### src/hdl/iira_pkg.sv
// package: request and response types, mode and status codes for the insert/remove array
`default_nettype none

package iira_pkg;

    // fixed widths of the request and response fields
    localparam int unsigned MODE_W  = 3;
    localparam int unsigned POS_W   = 6;
    localparam int unsigned VALUE_W = 32;
    localparam int unsigned COUNT_W = 7;
    localparam int unsigned STATUS_W = 2;

    // request modes, code 7 is unused and does nothing
    typedef enum logic [MODE_W-1:0] {
        MODE_APPEND    = 3'd0,
        MODE_PREPEND   = 3'd1,
        MODE_INSERT    = 3'd2,
        MODE_REM_LAST  = 3'd3,
        MODE_REM_FIRST = 3'd4,
        MODE_REM_AT    = 3'd5,
        MODE_READ      = 3'd6
    } t_mode;

    // response status codes
    typedef enum logic [STATUS_W-1:0] {
        ST_OK    = 2'd0,
        ST_FULL  = 2'd1,
        ST_RANGE = 2'd2,
        ST_EMPTY = 2'd3
    } t_status;

    // one request
    typedef struct packed {
        logic [MODE_W-1:0]         mode;
        logic [POS_W-1:0]          position;
        logic signed [VALUE_W-1:0] value;
    } t_req;

    // one response
    typedef struct packed {
        logic signed [VALUE_W-1:0] result_value;
        logic [COUNT_W-1:0]        element_count;
        logic [STATUS_W-1:0]       status;
    } t_rsp;

    // per-cycle shift command broadcast to every cell
    typedef struct packed {
        logic open_gap;
        logic close_gap;
    } t_cell_ctl;

endpackage

`default_nettype wire

### src/hdl/iira_cell.sv
// one storage cell of the element chain, shifts with its neighbors on insert and remove
`default_nettype none

module iira_cell #(
    parameter int unsigned INDEX      = 0,
    parameter int unsigned DATA_WIDTH = 32,
    parameter int unsigned IDX_W      = 6
) (
    input  wire                       i_clk,
    input  iira_pkg::t_cell_ctl       i_ctl,
    input  wire  [IDX_W-1:0]          i_pos,
    input  wire  [DATA_WIDTH-1:0]     i_new,
    input  wire  [DATA_WIDTH-1:0]     i_left,
    input  wire  [DATA_WIDTH-1:0]     i_right,
    output logic [DATA_WIDTH-1:0]     o_data,
    output logic [DATA_WIDTH-1:0]     o_hit_data
);

    localparam logic [IDX_W-1:0] MY_IDX = IDX_W'(INDEX);

    logic [DATA_WIDTH-1:0] r_data;
    logic [DATA_WIDTH-1:0] n_data;
    logic                  w_at;
    logic                  w_above;

    // position compare against this cell's slot
    assign w_at    = (i_pos == MY_IDX);
    assign w_above = (MY_IDX > i_pos);

    // next value: take the left neighbor, the new word, the right neighbor, or hold
    always_comb begin
        n_data = r_data;
        if (i_ctl.open_gap) begin
            if (w_above) begin
                n_data = i_left;
            end else if (w_at) begin
                n_data = i_new;
            end
        end else if (i_ctl.close_gap) begin
            if (w_above || w_at) begin
                n_data = i_right;
            end
        end
    end

    // element storage
    always_ff @(posedge i_clk) begin
        r_data <= n_data;
    end

    assign o_data     = r_data;
    // only the addressed cell drives the shared read bus
    assign o_hit_data = w_at ? r_data : '0;

endmodule

`default_nettype wire

### config.mk
export PLATFORM = sky130hd
export DESIGN_NAME = iira_cell
export DESIGN_NICKNAME = d
export VERILOG_FILES = /design/src/hdl/iira_pkg.sv /design/src/hdl/iira_cell.sv
export SDC_FILE = /design/constraint.sdc
export NUM_CORES = 1
export LEC_CHECK = 0
export ABC_AREA = 1
export BUFFER_PORTS_ARGS = -buffer_cell sky130_fd_sc_hd__clkbuf_2
export CAP_MARGIN = 20
export CORE_MARGIN = 3
export CORE_UTILIZATION = 40
export DETAILED_ROUTE_END_ITERATION = 8
export GPL_ROUTABILITY_DRIVEN = 0
export GPL_TIMING_DRIVEN = 0
export PLACE_DENSITY = 0.87
export SYNTH_ARGS = -nofsm -noshare
export SYNTH_HDL_FRONTEND = slang
export SYNTH_SLANG_ARGS = --single-unit
export TNS_END_PERCENT = 20
### constraint.sdc
create_clock -name i_clk -period 4.8 [get_ports i_clk]
set_input_delay 0.96 -clock i_clk [delete_from_list [all_inputs] [get_ports i_clk]]
set_output_delay 0.96 -clock i_clk [all_outputs]
set_load 0.01 [all_outputs]
==> metrics.txt, run 1 <==
# TYPE chip_impl_metric gauge
chip_impl_metric{name="largest_register_ffs",unit=""} 32
chip_impl_metric{name="synth_cells",unit=""} 208
chip_impl_metric{name="grt-ovfl-total",unit=""} 0
chip_impl_metric{name="floorplan_core_area",unit="um^2"} 4144
chip_impl_metric{name="finalSetupViolations",unit=""} 0
chip_impl_metric{name="synth_seq_area_share",unit=""} 0.5367
chip_impl_metric{name="placement.io_buffers",unit=""} 135
chip_impl_info{name="worst_min_delay_path_class",value="in -> reg"} 1
chip_impl_metric{name="cp.arrival",unit="ns"} 1.87
chip_impl_metric{name="timing.max_cap.violations",unit=""} 0
chip_impl_metric{name="static-leakage-power",unit="nW"} 1.507
chip_impl_metric{name="postCtsSetupRepairBufs",unit=""} 0
chip_impl_metric{name="worst_supply_voltage_drop_on_vdd",unit="mV"} 0.1698
chip_impl_metric{name="ant_nets",unit=""} 0
chip_impl_metric{name="drt-wirelength-per-cell",unit="um"} 11.80
chip_impl_metric{name="cts.path.max_buffers",unit=""} 2
chip_impl_metric{name="finalHoldViolations",unit=""} 0
chip_impl_metric{name="io-pin-count",unit=""} 169
chip_impl_metric{name="final_tns_setup",unit="ns"} 0
chip_impl_metric{name="grtUsageMet2",unit=""} 0.3447
chip_impl_metric{name="fin_crit",unit="ns"} 2.826
chip_impl_metric{name="grt_max_degree",unit=""} 33
chip_impl_metric{name="critPathMaxFanout",unit=""} 10
chip_impl_metric{name="relSlewSlack",unit=""} 0.4000
chip_impl_metric{name="multi_input_gate_area",unit="um^2"} 529.3
chip_impl_metric{name="timing.final.crit_share",unit=""} 0.5887
chip_impl_info{name="clk_root_buffer_cell",value="sky130_fd_sc_hd__clkbuf_8"} 1
chip_impl_metric{name="layout.area.seq",unit="um^2"} 960.9
chip_impl_metric{name="route.vias.total",unit=""} 1743
chip_impl_info{name="rsz0062_at_grt",value="no"} 1
chip_impl_info{name="synth_top_area_cell",value="sky130_fd_sc_hd__edfxtp_1"} 1
chip_impl_metric{name="clock_tree.htree_level_count",unit=""} 2
chip_impl_metric{name="drc",unit=""} 0
chip_impl_metric{name="ctsResizeCount",unit=""} 0
chip_impl_metric{name="hold_bufs_at_cts",unit=""} 0
chip_impl_metric{name="dieHeight",unit="um"} 72.91
chip_impl_metric{name="timing.final.max_slew_violations",unit=""} 0
chip_impl_metric{name="timing.critical_path.required",unit="ns"} 3.84
chip_impl_metric{name="routed_via_density",unit=""} 4.347
chip_impl_info{name="worstSetupEndpointType",value="output port"} 1
chip_impl_metric{name="antenna_found_initial",unit=""} 0
chip_impl_metric{name="final.setup.worst_slack",unit="ns"} 1.974
chip_impl_metric{name="dr.pass1.iters",unit=""} 6
chip_impl_metric{name="num-nets-final",unit=""} 455
chip_impl_metric{name="routed_wl",unit="mm"} 4.732
chip_impl_info{name="cell_types_with_the_largest_area_share_after_synthesis",value="sky130_fd_sc_hd__edfxtp_1, sky130_fd_sc_hd__inv_1, sky130_fd_sc_hd__nor2_2"} 1
chip_impl_metric{name="grt_usage",unit=""} 0.1742
chip_impl_metric{name="synth_area",unit="um^2"} 1790
chip_impl_info{name="crit_type",value="in -> out"} 1
chip_impl_metric{name="use_met1",unit=""} 0.1819
chip_impl_metric{name="pwr_density_cell",unit="nW/um^2"} 238.1
chip_impl_metric{name="numCtsBuffers",unit=""} 5
chip_impl_metric{name="die-width",unit="um"} 72.91
chip_impl_metric{name="fmax",unit="MHz"} 353.9
chip_impl_metric{name="layout-area-overhead-vs-synth",unit="%"} 47.66
chip_impl_metric{name="grt_pass1_vias",unit=""} 1664
chip_impl_metric{name="design.die.area",unit="um^2"} 5315
chip_impl_metric{name="pre_cts_slack",unit="ns"} 1.968
chip_impl_info{name="gr-max-usage-layer",value="met2"} 1
chip_impl_metric{name="average_size_of_a_mapped_cell",unit="um^2"} 8.608
chip_impl_metric{name="hpwlAfterDp",unit="mm"} 3.966
chip_impl_info{name="cp-start-kind",value="primary input"} 1
chip_impl_metric{name="initial_utilization",unit=""} 0.4321
chip_impl_info{name="status",value="complete, no violations"} 1
chip_impl_metric{name="final_layout_size_suffix_gt1_frac",unit=""} 0.5242
chip_impl_metric{name="synth-seq-cells",unit=""} 32
chip_impl_info{name="cts_tree",value="built"} 1
chip_impl_metric{name="area_share_of_the_largest_cell_type_after_synthesis",unit=""} 0.5367
chip_impl_metric{name="clkSlewWorstSetupHoldPaths",unit="ns"} 0.06
chip_impl_metric{name="wire_length_of_the_first_global_routing_pass",unit="mm"} 7.189
chip_impl_metric{name="postSynthNetCount",unit=""} 313
chip_impl_metric{name="n_antenna_cell",unit=""} 0
chip_impl_metric{name="utilization",unit=""} 0.6380
chip_impl_metric{name="drt_iter0_drc",unit=""} 104
chip_impl_metric{name="grtUsageMet3",unit=""} 0.03306
chip_impl_metric{name="nFillCells",unit=""} 364
chip_impl_metric{name="numClockSinks",unit=""} 32
chip_impl_metric{name="floorplan.rows",unit=""} 23
chip_impl_metric{name="synth.distinct_cells",unit=""} 11
chip_impl_metric{name="yosys_warnings",unit=""} 0
chip_impl_metric{name="worst_pin_slew",unit="ns"} 0.8978
-- final cells by class --
type,instances,share of cell area
clock buffers,6,0.02745
clock inverters,2,0.01325
inverters,64,0.09087
multi-input cells,102,0.2002
plain buffers,10,0.02556
repair buffers,135,0.2556
flip-flops and latches,32,0.3635
well taps,50,0.02366
-- cells in the final DEF (no fill, tap or decap) --
cell                        count
sky130_fd_sc_hd__o21ai_0       32
sky130_fd_sc_hd__nor2_4         4
sky130_fd_sc_hd__clkbuf_2     135
sky130_fd_sc_hd__clkinv_2       1
sky130_fd_sc_hd__clkbuf_8       5
sky130_fd_sc_hd__nand3_2        1
sky130_fd_sc_hd__inv_1         64
sky130_fd_sc_hd__nor2_1         5
sky130_fd_sc_hd__nand2_1       32
sky130_fd_sc_hd__buf_2          6
sky130_fd_sc_hd__clkbuf_1       2
sky130_fd_sc_hd__nor2_2        28
sky130_fd_sc_hd__buf_6          3
sky130_fd_sc_hd__edfxtp_1      32
sky130_fd_sc_hd__bufinv_16      1
-- worst max-delay path: stages --
cell                       delay [ns]
sky130_fd_sc_hd__clkbuf_2        0.08
sky130_fd_sc_hd__nor2_1          0.12
sky130_fd_sc_hd__nand3_2         0.21
sky130_fd_sc_hd__buf_6           0.24
sky130_fd_sc_hd__nor2_2          0.11
sky130_fd_sc_hd__clkbuf_2        0.15
-- cells by family (layout without fill, tap and decap cells) --
logic type,count (synthesis),after routing,share of synthesized area
buf+inv,74,217,0.1719
flops,32,32,0.5367
compound gates,32,32,0.08945
simple gates,70,70,0.2020
-- worst paths after layout --
kind / to / startpoint / cells past startpoint
setup / recovery: o_hit_data[22] / i_pos[1] / 6
hold / removal: o_data[23]$_DFFE_PP_ / i_new[23] / 3
-- report_power, final --
| group | leakage (nW) | switching (mW) | internal, mW |
|---|---|---|---|
| Clock | 0.0552 | 0.0923 | 0.154 |
| Sequential | 0.279 | 0.00129 | 0.313 |
| Combinational | 1.17 | 0.0342 | 0.0352 |
-- Yosys cell counts --
cell,n
sky130_fd_sc_hd__inv_1,64
sky130_fd_sc_hd__o21ai_0,32
sky130_fd_sc_hd__buf_2,6
sky130_fd_sc_hd__nor2_1,6
sky130_fd_sc_hd__nor2_4,3
sky130_fd_sc_hd__edfxtp_1,32
sky130_fd_sc_hd__buf_6,3
sky130_fd_sc_hd__nor2_2,28
sky130_fd_sc_hd__clkbuf_1,1
sky130_fd_sc_hd__nand2_1,32
sky130_fd_sc_hd__nand3_2,1
-- per-layer routing --
layer	wire length (um)	part of all wire
met1	1645	0.35
met2	2750	0.58
met3	271	0.057
met4	65	0.014
met5	0	0
-- stage by stage --
stage	cells	hold slack, ns	area, um^2	total power [mW]
floorplan	208	1.147	1790	0.3502
global placement	393	1.238	2529	0.3866
detailed placement	393	1.243	2536	0.3899
CTS	401	0.9595	2644	0.6354
global route	401	0.9685	2644	0.6573
finish	401	0.9691	2644	0.6295
Power figures use the tool's default switching activity.
==> inputs of run 2 (changes only) <==
Settings changed: CORE_UTILIZATION 40 to 33, PLACE_DENSITY 0.87 to 0.76.
Clock period 4.8 ns to 2.4 ns, I/O delays scaled along.
==> metrics.txt, run 2 (synthesis gave the netlist of run 1 again) <==
# TYPE chip_impl_metric gauge
chip_impl_metric{name="grt_pass1_vias",unit=""} 1561
chip_impl_metric{name="drt_iter0_drc",unit=""} 61
chip_impl_metric{name="n_antenna_cell",unit=""} 0
chip_impl_metric{name="floorplan.rows",unit=""} 26
chip_impl_metric{name="grtUsageMet2",unit=""} 0.2688
chip_impl_info{name="cp-start-kind",value="primary input"} 1
chip_impl_metric{name="clkSlewWorstSetupHoldPaths",unit="ns"} 0.06
chip_impl_metric{name="worst_pin_slew",unit="ns"} 0.8990
chip_impl_metric{name="hpwlAfterDp",unit="mm"} 3.809
chip_impl_metric{name="pwr_density_cell",unit="nW/um^2"} 473.6
chip_impl_metric{name="critPathMaxFanout",unit=""} 10
chip_impl_metric{name="dr.pass1.iters",unit=""} 4
chip_impl_info{name="cts_tree",value="built"} 1
chip_impl_metric{name="finalHoldViolations",unit=""} 0
chip_impl_metric{name="placement.io_buffers",unit=""} 135
chip_impl_info{name="worst_min_delay_path_class",value="in -> reg"} 1
chip_impl_info{name="critical_path_source",value="i_pos[3]"} 1
chip_impl_metric{name="antenna_found_initial",unit=""} 0
chip_impl_info{name="gr-max-usage-layer",value="met2"} 1
chip_impl_metric{name="critical-path-max-stage-delay",unit="ns"} 0.23
chip_impl_metric{name="fin_crit",unit="ns"} 1.831
chip_impl_metric{name="grtUsageMet3",unit=""} 0.04515
chip_impl_metric{name="cts.path.max_buffers",unit=""} 2
chip_impl_info{name="path_cells",value="clkbuf_2 > nor2_1 > nand3_2 > buf_6 > nor2_2 > clkbuf_2"} 1
chip_impl_info{name="mostFrequentLayoutCells",value="sky130_fd_sc_hd__clkbuf_2, sky130_fd_sc_hd__inv_1, sky130_fd_sc_hd__nand2_1, sky130_fd_sc_hd__o21ai_0, sky130_fd_sc_hd__edfxtp_1"} 1
chip_impl_metric{name="multi_input_gate_area",unit="um^2"} 529.3
chip_impl_metric{name="timing.critical_path.required",unit="ns"} 1.92
chip_impl_metric{name="worst_supply_voltage_drop_on_vdd",unit="mV"} 0.2552
chip_impl_info{name="layout_commonest_cell",value="sky130_fd_sc_hd__clkbuf_2"} 1
chip_impl_metric{name="utilization",unit=""} 0.5160
chip_impl_metric{name="grt-ovfl-total",unit=""} 0
chip_impl_metric{name="ant_nets",unit=""} 0
chip_impl_metric{name="final.hold.worst_slack",unit="ns"} 0.4815
chip_impl_metric{name="dieHeight",unit="um"} 79.66
chip_impl_metric{name="num-nets-final",unit=""} 455
chip_impl_info{name="rsz0062_at_grt",value="no"} 1
chip_impl_metric{name="grt_max_degree",unit=""} 33
chip_impl_metric{name="static-leakage-power",unit="nW"} 1.507
chip_impl_metric{name="route.vias.total",unit=""} 1739
chip_impl_metric{name="nFillCells",unit=""} 508
chip_impl_metric{name="ctsResizeCount",unit=""} 0
chip_impl_metric{name="postCtsSetupRepairBufs",unit=""} 0
chip_impl_metric{name="timing.final.max_slew_violations",unit=""} 0
chip_impl_metric{name="final_layout_size_suffix_gt1_frac",unit=""} 0.5242
chip_impl_info{name="crit_path_top_delay_cell",value="sky130_fd_sc_hd__buf_6"} 1
chip_impl_metric{name="fmax",unit="MHz"} 546.2
chip_impl_metric{name="post-route-cell-area",unit="um^2"} 2669
chip_impl_metric{name="initial_utilization",unit=""} 0.3462
chip_impl_metric{name="layout.area.seq",unit="um^2"} 960.9
chip_impl_metric{name="routed_wl",unit="mm"} 4.653
chip_impl_metric{name="numClockSinks",unit=""} 32
chip_impl_metric{name="drc",unit=""} 0
chip_impl_metric{name="layout-area-overhead-vs-synth",unit="%"} 49.06
chip_impl_metric{name="drt-wirelength-per-cell",unit="um"} 11.05
chip_impl_metric{name="design.die.area",unit="um^2"} 6346
chip_impl_metric{name="total_power",unit="mW"} 1.264
chip_impl_metric{name="timing.max_cap.violations",unit=""} 0
chip_impl_metric{name="use_met1",unit=""} 0.1526
chip_impl_metric{name="placed_area",unit="um^2"} 2561
chip_impl_metric{name="floorplan_core_area",unit="um^2"} 5172
chip_impl_metric{name="crit_cells",unit=""} 6
chip_impl_metric{name="largest_register_ffs",unit=""} 32
chip_impl_info{name="worst_setup_endpoint",value="o_hit_data[12]"} 1
chip_impl_info{name="path_delay_family",value="buffers and inverters"} 1
chip_impl_metric{name="numCtsBuffers",unit=""} 5
chip_impl_info{name="start_point_of_the_worst_hold_path",value="i_new[5]"} 1
chip_impl_metric{name="hold_bufs_at_cts",unit=""} 0
chip_impl_metric{name="routed_via_density",unit=""} 4.131
chip_impl_info{name="cpMostUsedCell",value="sky130_fd_sc_hd__clkbuf_2"} 1
chip_impl_info{name="worstSetupEndpointType",value="output port"} 1
chip_impl_metric{name="io-pin-count",unit=""} 169
chip_impl_metric{name="grt_usage",unit=""} 0.1450
chip_impl_metric{name="timing.final.crit_share",unit=""} 0.7628
chip_impl_metric{name="relSlewSlack",unit=""} 0.3992
chip_impl_metric{name="worstPathBufferInverterCount",unit=""} 3
chip_impl_metric{name="clock_tree.htree_level_count",unit=""} 2
chip_impl_metric{name="wire_length_of_the_first_global_routing_pass",unit="mm"} 7.148
chip_impl_info{name="status",value="complete, no violations"} 1
chip_impl_info{name="crit_type",value="in -> out"} 1
chip_impl_info{name="clk_root_buffer_cell",value="sky130_fd_sc_hd__clkbuf_8"} 1
chip_impl_metric{name="cp.arrival",unit="ns"} 1.35
chip_impl_metric{name="die-width",unit="um"} 79.66
chip_impl_metric{name="finalSetupViolations",unit=""} 0
## run 2: cell type report
class / count / area share
sequential: 32 / 0.3601
timing repair buffer: 135 / 0.2532
multi-input combinational: 102 / 0.1983
inverter: 64 / 0.09001
tap: 70 / 0.03282
clock buffer: 6 / 0.02719
buffer: 10 / 0.02532
clock inverter: 2 / 0.01313
## run 2: per-layer routing
metal / routed length (um) / share of wire
met1: 1728 / 0.37
met2: 2507 / 0.54
met3: 345 / 0.074
met4: 71 / 0.015
met5: 0 / 0
## run 2: where the power goes
group / total (mW) / internal, mW / switching [mW]
clock network: 0.498 / 0.308 / 0.190
logic: 0.138 / 0.0703 / 0.0677
registers: 0.628 / 0.625 / 0.00244
## run 2: tightest hold or removal path, stage by stage
cell and delay, ns:
sky130_fd_sc_hd__clkbuf_2 0.08, sky130_fd_sc_hd__nand2_1 0.04, sky130_fd_sc_hd__o21ai_0 0.05
## run 2: how the worst min path moves through the flow
stage / cells past startpoint / endpoint / slack (ns)
detailed placement: 3 / o_data[28]$_DFFE_PP_ / 0.76
global placement: 3 / o_data[1]$_DFFE_PP_ / 0.76
floorplan: 2 / o_data[30]$_DFFE_PP_ / 0.67
global route: 3 / o_data[24]$_DFFE_PP_ / 0.48
CTS: 3 / o_data[28]$_DFFE_PP_ / 0.47
finish: 3 / o_data[5]$_DFFE_PP_ / 0.48
## run 2: through the flow
stage	instances	setup WS, ns	TNS (ns)
finish	421	0.5693	0
global route	421	0.5056	0
CTS	421	0.5484	0
detailed placement	413	0.3188	0
global placement	413	-0.1820	-5.782
floorplan	208	0.3709	0
